===== config.mk =====
export PLATFORM = sky130hd
export DESIGN_NAME = msrs_ctrl
export DESIGN_NICKNAME = d
export VERILOG_FILES = /design/src/design/msrs_pkg.sv /design/src/design/msrs_ctrl.sv
export SDC_FILE = /design/constraint.sdc
export NUM_CORES = 1
export LEC_CHECK = 0
export BUFFER_PORTS_ARGS = -buffer_cell sky130_fd_sc_hd__buf_2
export CELL_PAD_IN_SITES_DETAIL_PLACEMENT = 0
export CELL_PAD_IN_SITES_GLOBAL_PLACEMENT = 1
export CORE_MARGIN = 2
export CORE_UTILIZATION = 28
export DETAILED_ROUTE_END_ITERATION = 7
export GPL_TIMING_DRIVEN = 0
export PLACE_DENSITY = 0.8
export SETUP_SLACK_MARGIN = 0.4
export SLEW_MARGIN = 0
export SYNTH_ARGS = -nofsm -noshare
export SYNTH_HDL_FRONTEND = slang
export SYNTH_SLANG_ARGS = --single-unit
export TNS_END_PERCENT = 30

===== constraint.sdc =====
create_clock -name clk -period 1.7 [get_ports clk]
set_clock_uncertainty 0.15 [all_clocks]
set_input_delay 0 -clock clk [delete_from_list [all_inputs] [get_ports clk]]
set_output_delay 0 -clock clk [all_outputs]
set_load 0.005 [all_outputs]

===== src/design/msrs_pkg.sv =====
// ----------------------------------------------------------------------------
// msrs_pkg
// Shared types and constants of the multiset random sampler.
// ----------------------------------------------------------------------------
package msrs_pkg;

	localparam int CAPACITY = 1024;
	localparam int ADDR_W   = $clog2(CAPACITY);
	localparam int CNT_W    = $clog2(CAPACITY + 1);
	localparam int DATA_W   = 32;
	localparam int RAND_W   = 31;
	localparam int BIT_W    = $clog2(RAND_W + 1);

	localparam logic [1:0] REQ_INSERT = 2'd0;
	localparam logic [1:0] REQ_REMOVE = 2'd1;
	localparam logic [1:0] REQ_SAMPLE = 2'd2;

	localparam logic signed [DATA_W-1:0] NO_SAMPLE = -32'sd1;

	typedef struct packed {
		logic [1:0]               req_type;
		logic signed [DATA_W-1:0] value;
		logic [RAND_W-1:0]        rand_word;
	} req_t;

	typedef struct packed {
		logic                     flag;
		logic signed [DATA_W-1:0] sample_value;
		logic                     empty_res;
		logic                     full_res;
	} rsp_t;

	typedef enum logic [1:0] {
		RD_SRCH,
		RD_LAST,
		RD_SMP
	} rd_src_t;

	typedef enum logic [3:0] {
		ST_IDLE,
		ST_DECODE,
		ST_SEARCH,
		ST_INS_WR,
		ST_RD_LAST,
		ST_REM_WR,
		ST_DIVIDE,
		ST_RD_SMP,
		ST_SMP_CAP,
		ST_FINISH
	} state_t;

	typedef struct packed {
		logic    capture;
		logic    srch_start;
		logic    srch_en;
		rd_src_t rd_src;
		logic    ins_wr;
		logic    rem_wr;
		logic    set_full;
		logic    set_empty;
		logic    div_start;
		logic    div_en;
		logic    smp_cap;
		logic    out_load;
	} cmd_t;

	typedef struct packed {
		logic [1:0] req_type;
		logic       full;
		logic       empty;
		logic       srch_done;
		logic       found;
		logic       div_done;
		logic       out_free;
	} sts_t;

endpackage


===== src/design/msrs_ctrl.sv =====
// ----------------------------------------------------------------------------
// msrs_ctrl
// Request sequencer: decode, store search, update, modulo and result hand-off.
// ----------------------------------------------------------------------------
module msrs_ctrl (
	input  logic            clk,
	input  logic            arst_n,
	input  logic            req_valid,
	output logic            req_ready,
	input  msrs_pkg::sts_t  sts,
	output msrs_pkg::cmd_t  cmd
);

	msrs_pkg::state_t state_q, state_d;

	always_ff @(posedge clk or negedge arst_n) begin
		if (!arst_n) begin
			state_q <= msrs_pkg::ST_IDLE;
		end else begin
			state_q <= state_d;
		end
	end

	always_comb begin
		state_d   = state_q;
		cmd       = '0;
		cmd.rd_src = msrs_pkg::RD_SRCH;
		req_ready = 1'b0;
		unique case (state_q)
			msrs_pkg::ST_IDLE: begin
				req_ready = 1'b1;
				if (req_valid) begin
					cmd.capture = 1'b1;
					state_d     = msrs_pkg::ST_DECODE;
				end
			end
			msrs_pkg::ST_DECODE: begin
				unique case (sts.req_type)
					msrs_pkg::REQ_INSERT: begin
						if (sts.full) begin
							cmd.set_full = 1'b1;
							state_d      = msrs_pkg::ST_FINISH;
						end else begin
							cmd.srch_start = 1'b1;
							state_d        = msrs_pkg::ST_SEARCH;
						end
					end
					msrs_pkg::REQ_REMOVE: begin
						cmd.srch_start = 1'b1;
						state_d        = msrs_pkg::ST_SEARCH;
					end
					msrs_pkg::REQ_SAMPLE: begin
						if (sts.empty) begin
							cmd.set_empty = 1'b1;
							state_d       = msrs_pkg::ST_FINISH;
						end else begin
							cmd.div_start = 1'b1;
							state_d       = msrs_pkg::ST_DIVIDE;
						end
					end
					default: begin
						state_d = msrs_pkg::ST_FINISH;
					end
				endcase
			end
			msrs_pkg::ST_SEARCH: begin
				cmd.srch_en = 1'b1;
				if (sts.srch_done) begin
					if (sts.req_type == msrs_pkg::REQ_INSERT) begin
						state_d = msrs_pkg::ST_INS_WR;
					end else begin
						state_d = msrs_pkg::ST_RD_LAST;
					end
				end
			end
			msrs_pkg::ST_INS_WR: begin
				cmd.ins_wr = 1'b1;
				state_d    = msrs_pkg::ST_FINISH;
			end
			msrs_pkg::ST_RD_LAST: begin
				if (sts.found) begin
					cmd.rd_src = msrs_pkg::RD_LAST;
					state_d    = msrs_pkg::ST_REM_WR;
				end else begin
					state_d = msrs_pkg::ST_FINISH;
				end
			end
			msrs_pkg::ST_REM_WR: begin
				cmd.rem_wr = 1'b1;
				state_d    = msrs_pkg::ST_FINISH;
			end
			msrs_pkg::ST_DIVIDE: begin
				if (sts.div_done) begin
					state_d = msrs_pkg::ST_RD_SMP;
				end else begin
					cmd.div_en = 1'b1;
				end
			end
			msrs_pkg::ST_RD_SMP: begin
				cmd.rd_src = msrs_pkg::RD_SMP;
				state_d    = msrs_pkg::ST_SMP_CAP;
			end
			msrs_pkg::ST_SMP_CAP: begin
				cmd.smp_cap = 1'b1;
				state_d     = msrs_pkg::ST_FINISH;
			end
			msrs_pkg::ST_FINISH: begin
				if (sts.out_free) begin
					cmd.out_load = 1'b1;
					state_d      = msrs_pkg::ST_IDLE;
				end
			end
			default: begin
				state_d = msrs_pkg::ST_IDLE;
			end
		endcase
	end

endmodule


# Word level (Yosys, flattened, before mapping)
# Index checks and enable logic that the tools add are counted.
[word_totals]
mem_bits_rw = 0
regBits = 4
rom_bits = 0
mem_count = 0
latch_bits = 0
[op_classes]
n_mux = 32
bitwise_logic = 0
n_eq_ne = 15
n_lt_le_gt_ge = 0
add_sub_neg = 0
reduce_logical = 4
n_mul = 0
n_div = 0
shift = 0
[op_table]
columns = ["op", "n"]
rows = [
  ["$pmux W4 S8", 1],
  ["$mux W4", 7],
  ["$mux W1", 18],
  ["$eq A4 B3 Y1 const B", 4],
  ["$pmux W4 S3", 1],
  ["$eq A4 B2 Y1 const B", 2],
  ["$eq A4 B4 Y1 const B", 2],
  ["$ne A2 B2 Y1 const B", 4],
  ["$mux W3", 2],
  ["$eq A4 B1 Y1 const B", 1],
  ["$logic_not A4 Y1", 1],
  ["$pmux W2 S2", 1],
  ["$reduce_and A4 Y1", 1],
  ["$reduce_or A3 Y1", 1],
  ["$eq A2 B1 Y1 const B", 1],
  ["$eq A2 B2 Y1 const B", 1],
  ["$logic_not A2 Y1", 1],
  ["$mux W2", 1],
  ["$pmux W1 S2", 1],
]

# Logic depth before layout (Yosys ltp)
# Gate-level depths: netlist (run 1).
[depth]
depth_word = 4
depth_mapped = 6
mapped_depth_nobuf = 4

# Worst setup path before layout (run 1)
# OpenSTA, ideal clock, no wires.
[synth_path]
path_kind = "register -> register"
start = "reg state_q[1]"
end = "reg state_q[2]"
setup_ps = 75
arrival_time_ps = 1291
path_slack_ps = 184
stages_incl_launch_ff = 6
n_path_buf = 1
path_cell_list = "dfrtp_1 -> buf_6 -> or4b_4 -> nor2_2 -> a211oi_1 -> o21bai_2"
[synth_between]
elab_chain_len = 3
elab_cells_between_ends = 17
[synth_lines]
columns = ["item", "line_no", "rtl"]
rows = [
  ["start, declared", "msrs_ctrl.sv:14", "msrs_pkg::state_t state_q, state_d;"],
  ["start signal, assigned", "msrs_ctrl.sv:18", "state_q <= msrs_pkg::ST_IDLE;"],
  ["start signal, assigned", "msrs_ctrl.sv:20", "state_q <= state_d;"],
  ["$eq A4 B4 Y1, or another cell as far along", "msrs_ctrl.sv:29", "unique case (state_q)"],
  ["$reduce_or A3 Y1 (no source line) or $ne A2 B2 Y1 (tied branches)", "--", ""],
  ["$pmux W4 S8 or $reduce_and A4 Y1 (tied branches)", "--", ""],
]
# Several ways; a longest one is shown, not always the timed one.
# A chain may end at the register's enable or synchronous reset.

==> results.md, run 1 <==
- Final Hold Violating Endpoints: 0
- Share of post-route cells with drive strength above 1: 50.5%
- LEAKAGE: 0.380 nW
- Post-synth ARST share: between 90% and 100%
- CP max-delay cell: or4b_4
- Max Cap Viol: 0
- TritonCTS buffer count: 3
- Most frequent cell after synthesis: nor2_1
- P per Cell Area: 1460 nW/µm²
- Area leader, netlist: dfrtp_1
- Avg Synthesized Cell Area: roughly 7.3 µm²
- CTS Buffer Depth: 2
- Critical Path Max Stage Delay: approximately 0.53 ns
- Port buffer count: 24
- Avg Vias per Cell: between 5 and 6
- HP Class: primary input to flop
- Worst Setup End Kind: output pin
- Crit-path cells: buf_6 > or4b_4 > nor3_2 > buf_2
- CTS root buffer: clkbuf_4
- # clock sinks: 4
- F_max: roughly 600 MHz
- Post-route design area: approximately 810 µm²
- Biggest registers after layout: state_q (4)
- H-tree level count: 1
- Number of flip-flops in the largest register: 4
- GRT Util Overall: roughly 16%
- Top cell type's share of synthesized area: about a fifth
- XOR/XNOR Fraction of Synth Area: 0%
- Post-synthesis compound-gate area fraction: a little under a quarter
- Nets@finish: 112
- Syn Nets: 76
- Post-synth top cells: nor2_1, nor3_1, nand2b_1
- WL/cell: approximately 12 µm
- Tcrit/Tclk final: between 90% and 100%
- Synth Area in Simple Gates: between 40% and 50%
- Max IR drop VDD: approximately 0.97 mV
- CTS clk-pin slew, worst paths: about 0.04 ns
- Prevailing post-synth register cell: dfrtp_1
- Post-synthesis mux area share: 0%
- First-pass GRT wire length: between 2000 and 2500 µm
- DP Area: roughly 620 µm²
- Yosys cell types: 28
- CP max FO: 5
- Synth top area cells: dfrtp_1, nand2b_1, nor3_1
- Final min period: around 1.7 ns
- TNS Setup: 0 ns
- Slew Viols, Final: 0
- Final setup vio count: 0
- Dpl hpwl: about 980 µm
- Vias in the first global route: 520
- Slew HR: about 81%
- CTS tree: built
- N_diodes: 0
- Die Y: 45.2 µm
- Width of the die: about 45 µm
- Worst EP arrival: 1.51 ns
- GP Congestion: 0.810
- Reg with most FFs: state_q
- Clock latency at the later pin of the worst-skew pair: 0.25 ns
- Placeable Area: approximately 1500 µm²
- DIE AREA: approximately 2000 µm²
- Startpoint Class: flop
- Largest family of logic cells by synthesized area: simple AND/OR/NAND/NOR gates
- Tightest Pin Transition: roughly 0.29 ns
- Crit path kind: flop to output pin
- Layout area overhead: 71.2%
- Worst Path Required: about 1.6 ns
- IO Count: 25
- Synthesized area: 474 µm²
- Initial detailed-routing violation count: 15
- Status: completed
- DR pass1 iterations: 4
- Largest net degree at the start of global routing: 11
- FP Rows: 14
- GRT overflow: 0
- Synth Instances: 65
- EDFF count, synth: 0
- Vias: ~600
- Sequential share of the synthesized area: between 20% and 30%
- Initial Util: between 30% and 40%
- Drt total wl: 1430 µm
- Area share of fa/ha/maj cells after synthesis: 0%
- Post-DRT Antenna Nets: 0
- Initial antenna violation count: 0
- Yosys warns: 0
- Remaining DRCs: 0
- Synth Register Bits: 4
- Unrepaired setup endpoints after global routing: yes
## layout make-up
| type | instances | area [µm²] |
|---|---|---|
| Fill cell | 157 | 729 |
| Multi-Input combinational cell | 55 | 422 |
| Timing Repair Buffer | 31 | 188 |
| Sequential cell | 4 | 100 |
| Buffer | 5 | 56.3 |
| Clock buffer | 3 | 22.5 |
| Tap cell | 16 | 20.0 |
| Inverter | 1 | 3.75 |
## cells in the final DEF (no fill, tap or decap), types with 4 or more instances in the layout
| cell | instances |
|---|---|
| nand2_1 | 5 |
| dfrtp_1 | 4 |
| nor3_1 | 5 |
| nand2b_1 | 4 |
| dlygate4sd3_1 | 6 |
| clkbuf_4 | 4 |
| nor2_1 | 7 |
| buf_2 | 24 |
## critical path, delay by kind of cell, from the launching register on
kind	cells	cell delay, ns
buf+inv	2	0.25
flops	1	0.37
simple gates	2	0.65
## metal layers
| metal | track usage, % | wire length (µm) | part of all wire, % |
|---|---|---|---|
| met2 | 24.0 | 650 | 45 |
| met3 | 3.60 | 89 | 6.2 |
| met5 | 0 | 0 | 0 |
| met4 | 7.06 | 17 | 1.2 |
| met1 | 20.4 | 672 | 47 |
## power by group
part	total (mW)	switching (mW)	internal [mW]	leakage, nW
Clock	0.126	0.0468	0.0794	0.0138
Combinational	0.867	0.446	0.421	0.314
Sequential	0.193	0.0537	0.140	0.0517
Total	1.19	0.546	0.640	0.380
## cells by family (layout without fill, tap and decap cells)
kind of cell    Yosys count  in the layout
flops                     4              4
buf+inv                   6             40
simple gates             41             41
compound gates           14             14
## path summary, 6_finish.rpt
check	cells after the start	to	startpoint	slack (ns)
min	5	state_q[2]	sts[7]	0.10
max in group asynchronous	3	state_q[0]	arst_n	0.72
max	4	cmd[4]	state_q[1]	0.04
min reg2reg	3	state_q[0]	state_q[3]	0.67
min in group asynchronous	3	state_q[1]	arst_n	0.50
max reg2reg	5	state_q[0]	state_q[1]	0.09
## through the flow
stage	util [%]	instances	hold slack, ns	worst slack [ns]	power, mW
final	52.7	115	0.104	0.0450	1.19
after global placement	40.2	105	-0.345	0.0997	0.857
after CTS	48.1	115	0.0870	0.00718	1.05
after global routing	52.7	115	0.124	-0.0231	1.29
after floorplan	-	65	-0.446	0.196	0.669
after detailed placement	40.2	105	-0.343	0.105	0.852
## timing repair
action	CTS	global route
setup buffers	1	0
endpoints found under the setup margin	17	18
hold endpoints to repair	8	0
hold buffers	6	0
pin swaps	5	8
resized for setup	8	16
No activity file was read; power rests on OpenSTA's default activity.
==> inputs of run 2 (changes only) <==
--- a/config.mk
+++ b/config.mk
@@ -12,7 +12,7 @@
 export CORE_UTILIZATION = 28
 export DETAILED_ROUTE_END_ITERATION = 7
 export GPL_TIMING_DRIVEN = 0
-export PLACE_DENSITY = 0.8
+export PLACE_DENSITY = 0.84
 export SETUP_SLACK_MARGIN = 0.4
 export SLEW_MARGIN = 0
 export SYNTH_ARGS = -nofsm -noshare
==> run 2 against run 1 <==
Worst setup slack better by 0.030 ns. Clock power down 6%. Largest power group unchanged. Non-clock buffer count is 2 higher. Count of clock-buffer cells in the layout did not move. Worst hold slack worse by 0.0091 ns. Global-route usage down 0.095 points. Utilization is 1.7 points lower.
==> results.md, run 2 (synthesized netlist as in run 1, its figures left out) <==
- Endpoint, Worst Hold: state_q[2]
- Critical Path Max Stage Delay: approximately 0.52 ns
- WL/cell: between 10 and 15 µm
- Die Y: about 45 µm
- Unrepaired setup endpoints after global routing: yes
- CP max-delay cell: or4b_4
- Avg Vias per Cell: around 5.0
- Initial Util: about 30%
- IO Count: 25
- Flop2flop setup slack: about 0.10 ns
- P per Cell Area: between 1000 and 1500 nW/µm²
- First-pass GRT wire length: 2270 µm
- CP max FO: 5
- Tightest Pin Transition: a little under 0.3 ns
- Post-DRT Antenna Nets: 0
- Final setup vio count: 0
- CTS Buffer Depth: 2
- Startpoint Class: flop
- Tcrit/Tclk final: between 90 and 100%
- Crit-path cells: buf_6 > or4b_4 > nor3_2 > buf_2
- H-tree level count: 1
- TritonCTS buffer count: 3
- Drt total wl: 1520 µm
- Worst EP arrival: ~1.5 ns
- Width of the die: around 45 µm
- Worst Setup End Kind: output pin
- GRT overflow: 0
- Nets@finish: between 100 and 150
- Biggest registers after layout: state_q (4)
- Status: completed
- Slew Viols, Final: 0
- GP Congestion: ~0.76
- Largest net degree at the start of global routing: 11
- Final min period: roughly 1.6 ns
- Worst reg2reg path depth: 4
- DIE AREA: between 2000 and 2500 µm²
- LEAKAGE: 0.368 nW
- Final Hold Violating Endpoints: 0
- CTS clk-pin slew, worst paths: ~0.040 ns
- Reg with most FFs: state_q
- CTS tree: built
- Placeable Area: roughly 1500 µm²
- Dpl hpwl: just over 1000 µm
- Fill cell count: 157
- Max IR drop VDD: approximately 0.91 mV
- Most common cell after layout, fill and taps aside: buf_2
- Commonest non-fill, non-tap cells in the layout: buf_2, nor2_1, nor3_1
- Hold Crit Start: sts[7]
- Vias: around 600
- Number of flip-flops in the largest register: 4
- Port buffer count: 24
- Reg2Reg Capture Point: state_q[2]
- DR pass1 iterations: 3
- Layout area overhead: 65.7%
- TNS Setup: 0 ns
- N_diodes: 0
- F_max: slightly above 600 MHz
- Hold Crit Depth: 5
- Worst R2R Start: state_q[2]
- Overall power: about 1.2 mW
- Multi-input logic area: about 390 µm²
- HP Class: primary input to flop
- Remaining DRCs: 0
- Worst Path Required: around 1.6 ns
- Crit path kind: flop to output pin
- Vias in the first global route: 534
- Slew HR: around 80%
- # clock sinks: 4
- FP Rows: 14
- Max Cap Viol: 0
- Final WS setup: roughly 0.075 ns
- Clock latency at the later pin of the worst-skew pair: approximately 0.24 ns
- Share of post-route cells with drive strength above 1: between 40% and 50%
- Register area: just over 100 µm²
- Setup WS pre-CTS: roughly 0.1 ns
- Initial antenna violation count: 0
- CTS root buffer: clkbuf_4
- GRT Util Overall: approximately 15%
- Initial detailed-routing violation count: 7
-- run 2: cell type report --
type | instances | area share [%]
tap | 16 | 2.55
sequential | 4 | 12.9
timing repair buffer | 33 | 25.8
multi-input combinational | 55 | 49.2
buffer | 5 | 6.21
clock buffer | 3 | 2.87
inverter | 1 | 0.478
-- run 2: per-layer routing --
metal	part of all wire, %	track usage, %
met3	5.8	3.60
met1	48	18.2
met5	0	0
met2	46	28.0
met4	0	3.53
-- run 2: critical path: cells and delay by family (launching register included) --
family	cells	cell delay, ns
AND/OR/NAND/NOR	2	0.63
flip-flops	1	0.37
buffers and inverters	2	0.23
-- run 2: through the flow --
step	std cells	area [µm²]	utilization [%]	hold WS [ns]
finish	117	786	51.0	0.0947
global route	117	786	51.0	0.123
CTS	115	737	47.8	0.0876
detailed placement	105	619	40.2	-0.341
global placement	105	619	40.2	-0.346
floorplan	65	479	-	-0.446
-- run 2: worst max path at each step --
stage	cells after the start	end	startpoint	slack (ns)
global route	4	cmd[4]	state_q[1]	0.02
CTS	4	cmd[4]	state_q[1]	0.03
finish	4	cmd[4]	state_q[1]	0.07
detailed placement	4	state_q[0]	state_q[2]	0.1
floorplan	5	state_q[2]	state_q[1]	0.20
global placement	4	state_q[0]	state_q[2]	0.11
-- run 2: power breakdown --
group          internal [mW]  total [mW]  switching [mW]
Sequential             0.142       0.197          0.0548
Combinational          0.417       0.844           0.427
Clock                 0.0790       0.119          0.0401
Total                  0.638        1.16           0.522
-- run 2: repair_timing --
item,CTS,global route
gates resized for setup,7,9
pin swaps,4,2
endpoints found under the setup margin,18,18
hold endpoints to repair,8,0
setup buffers,1,2
hold buffers,6,0
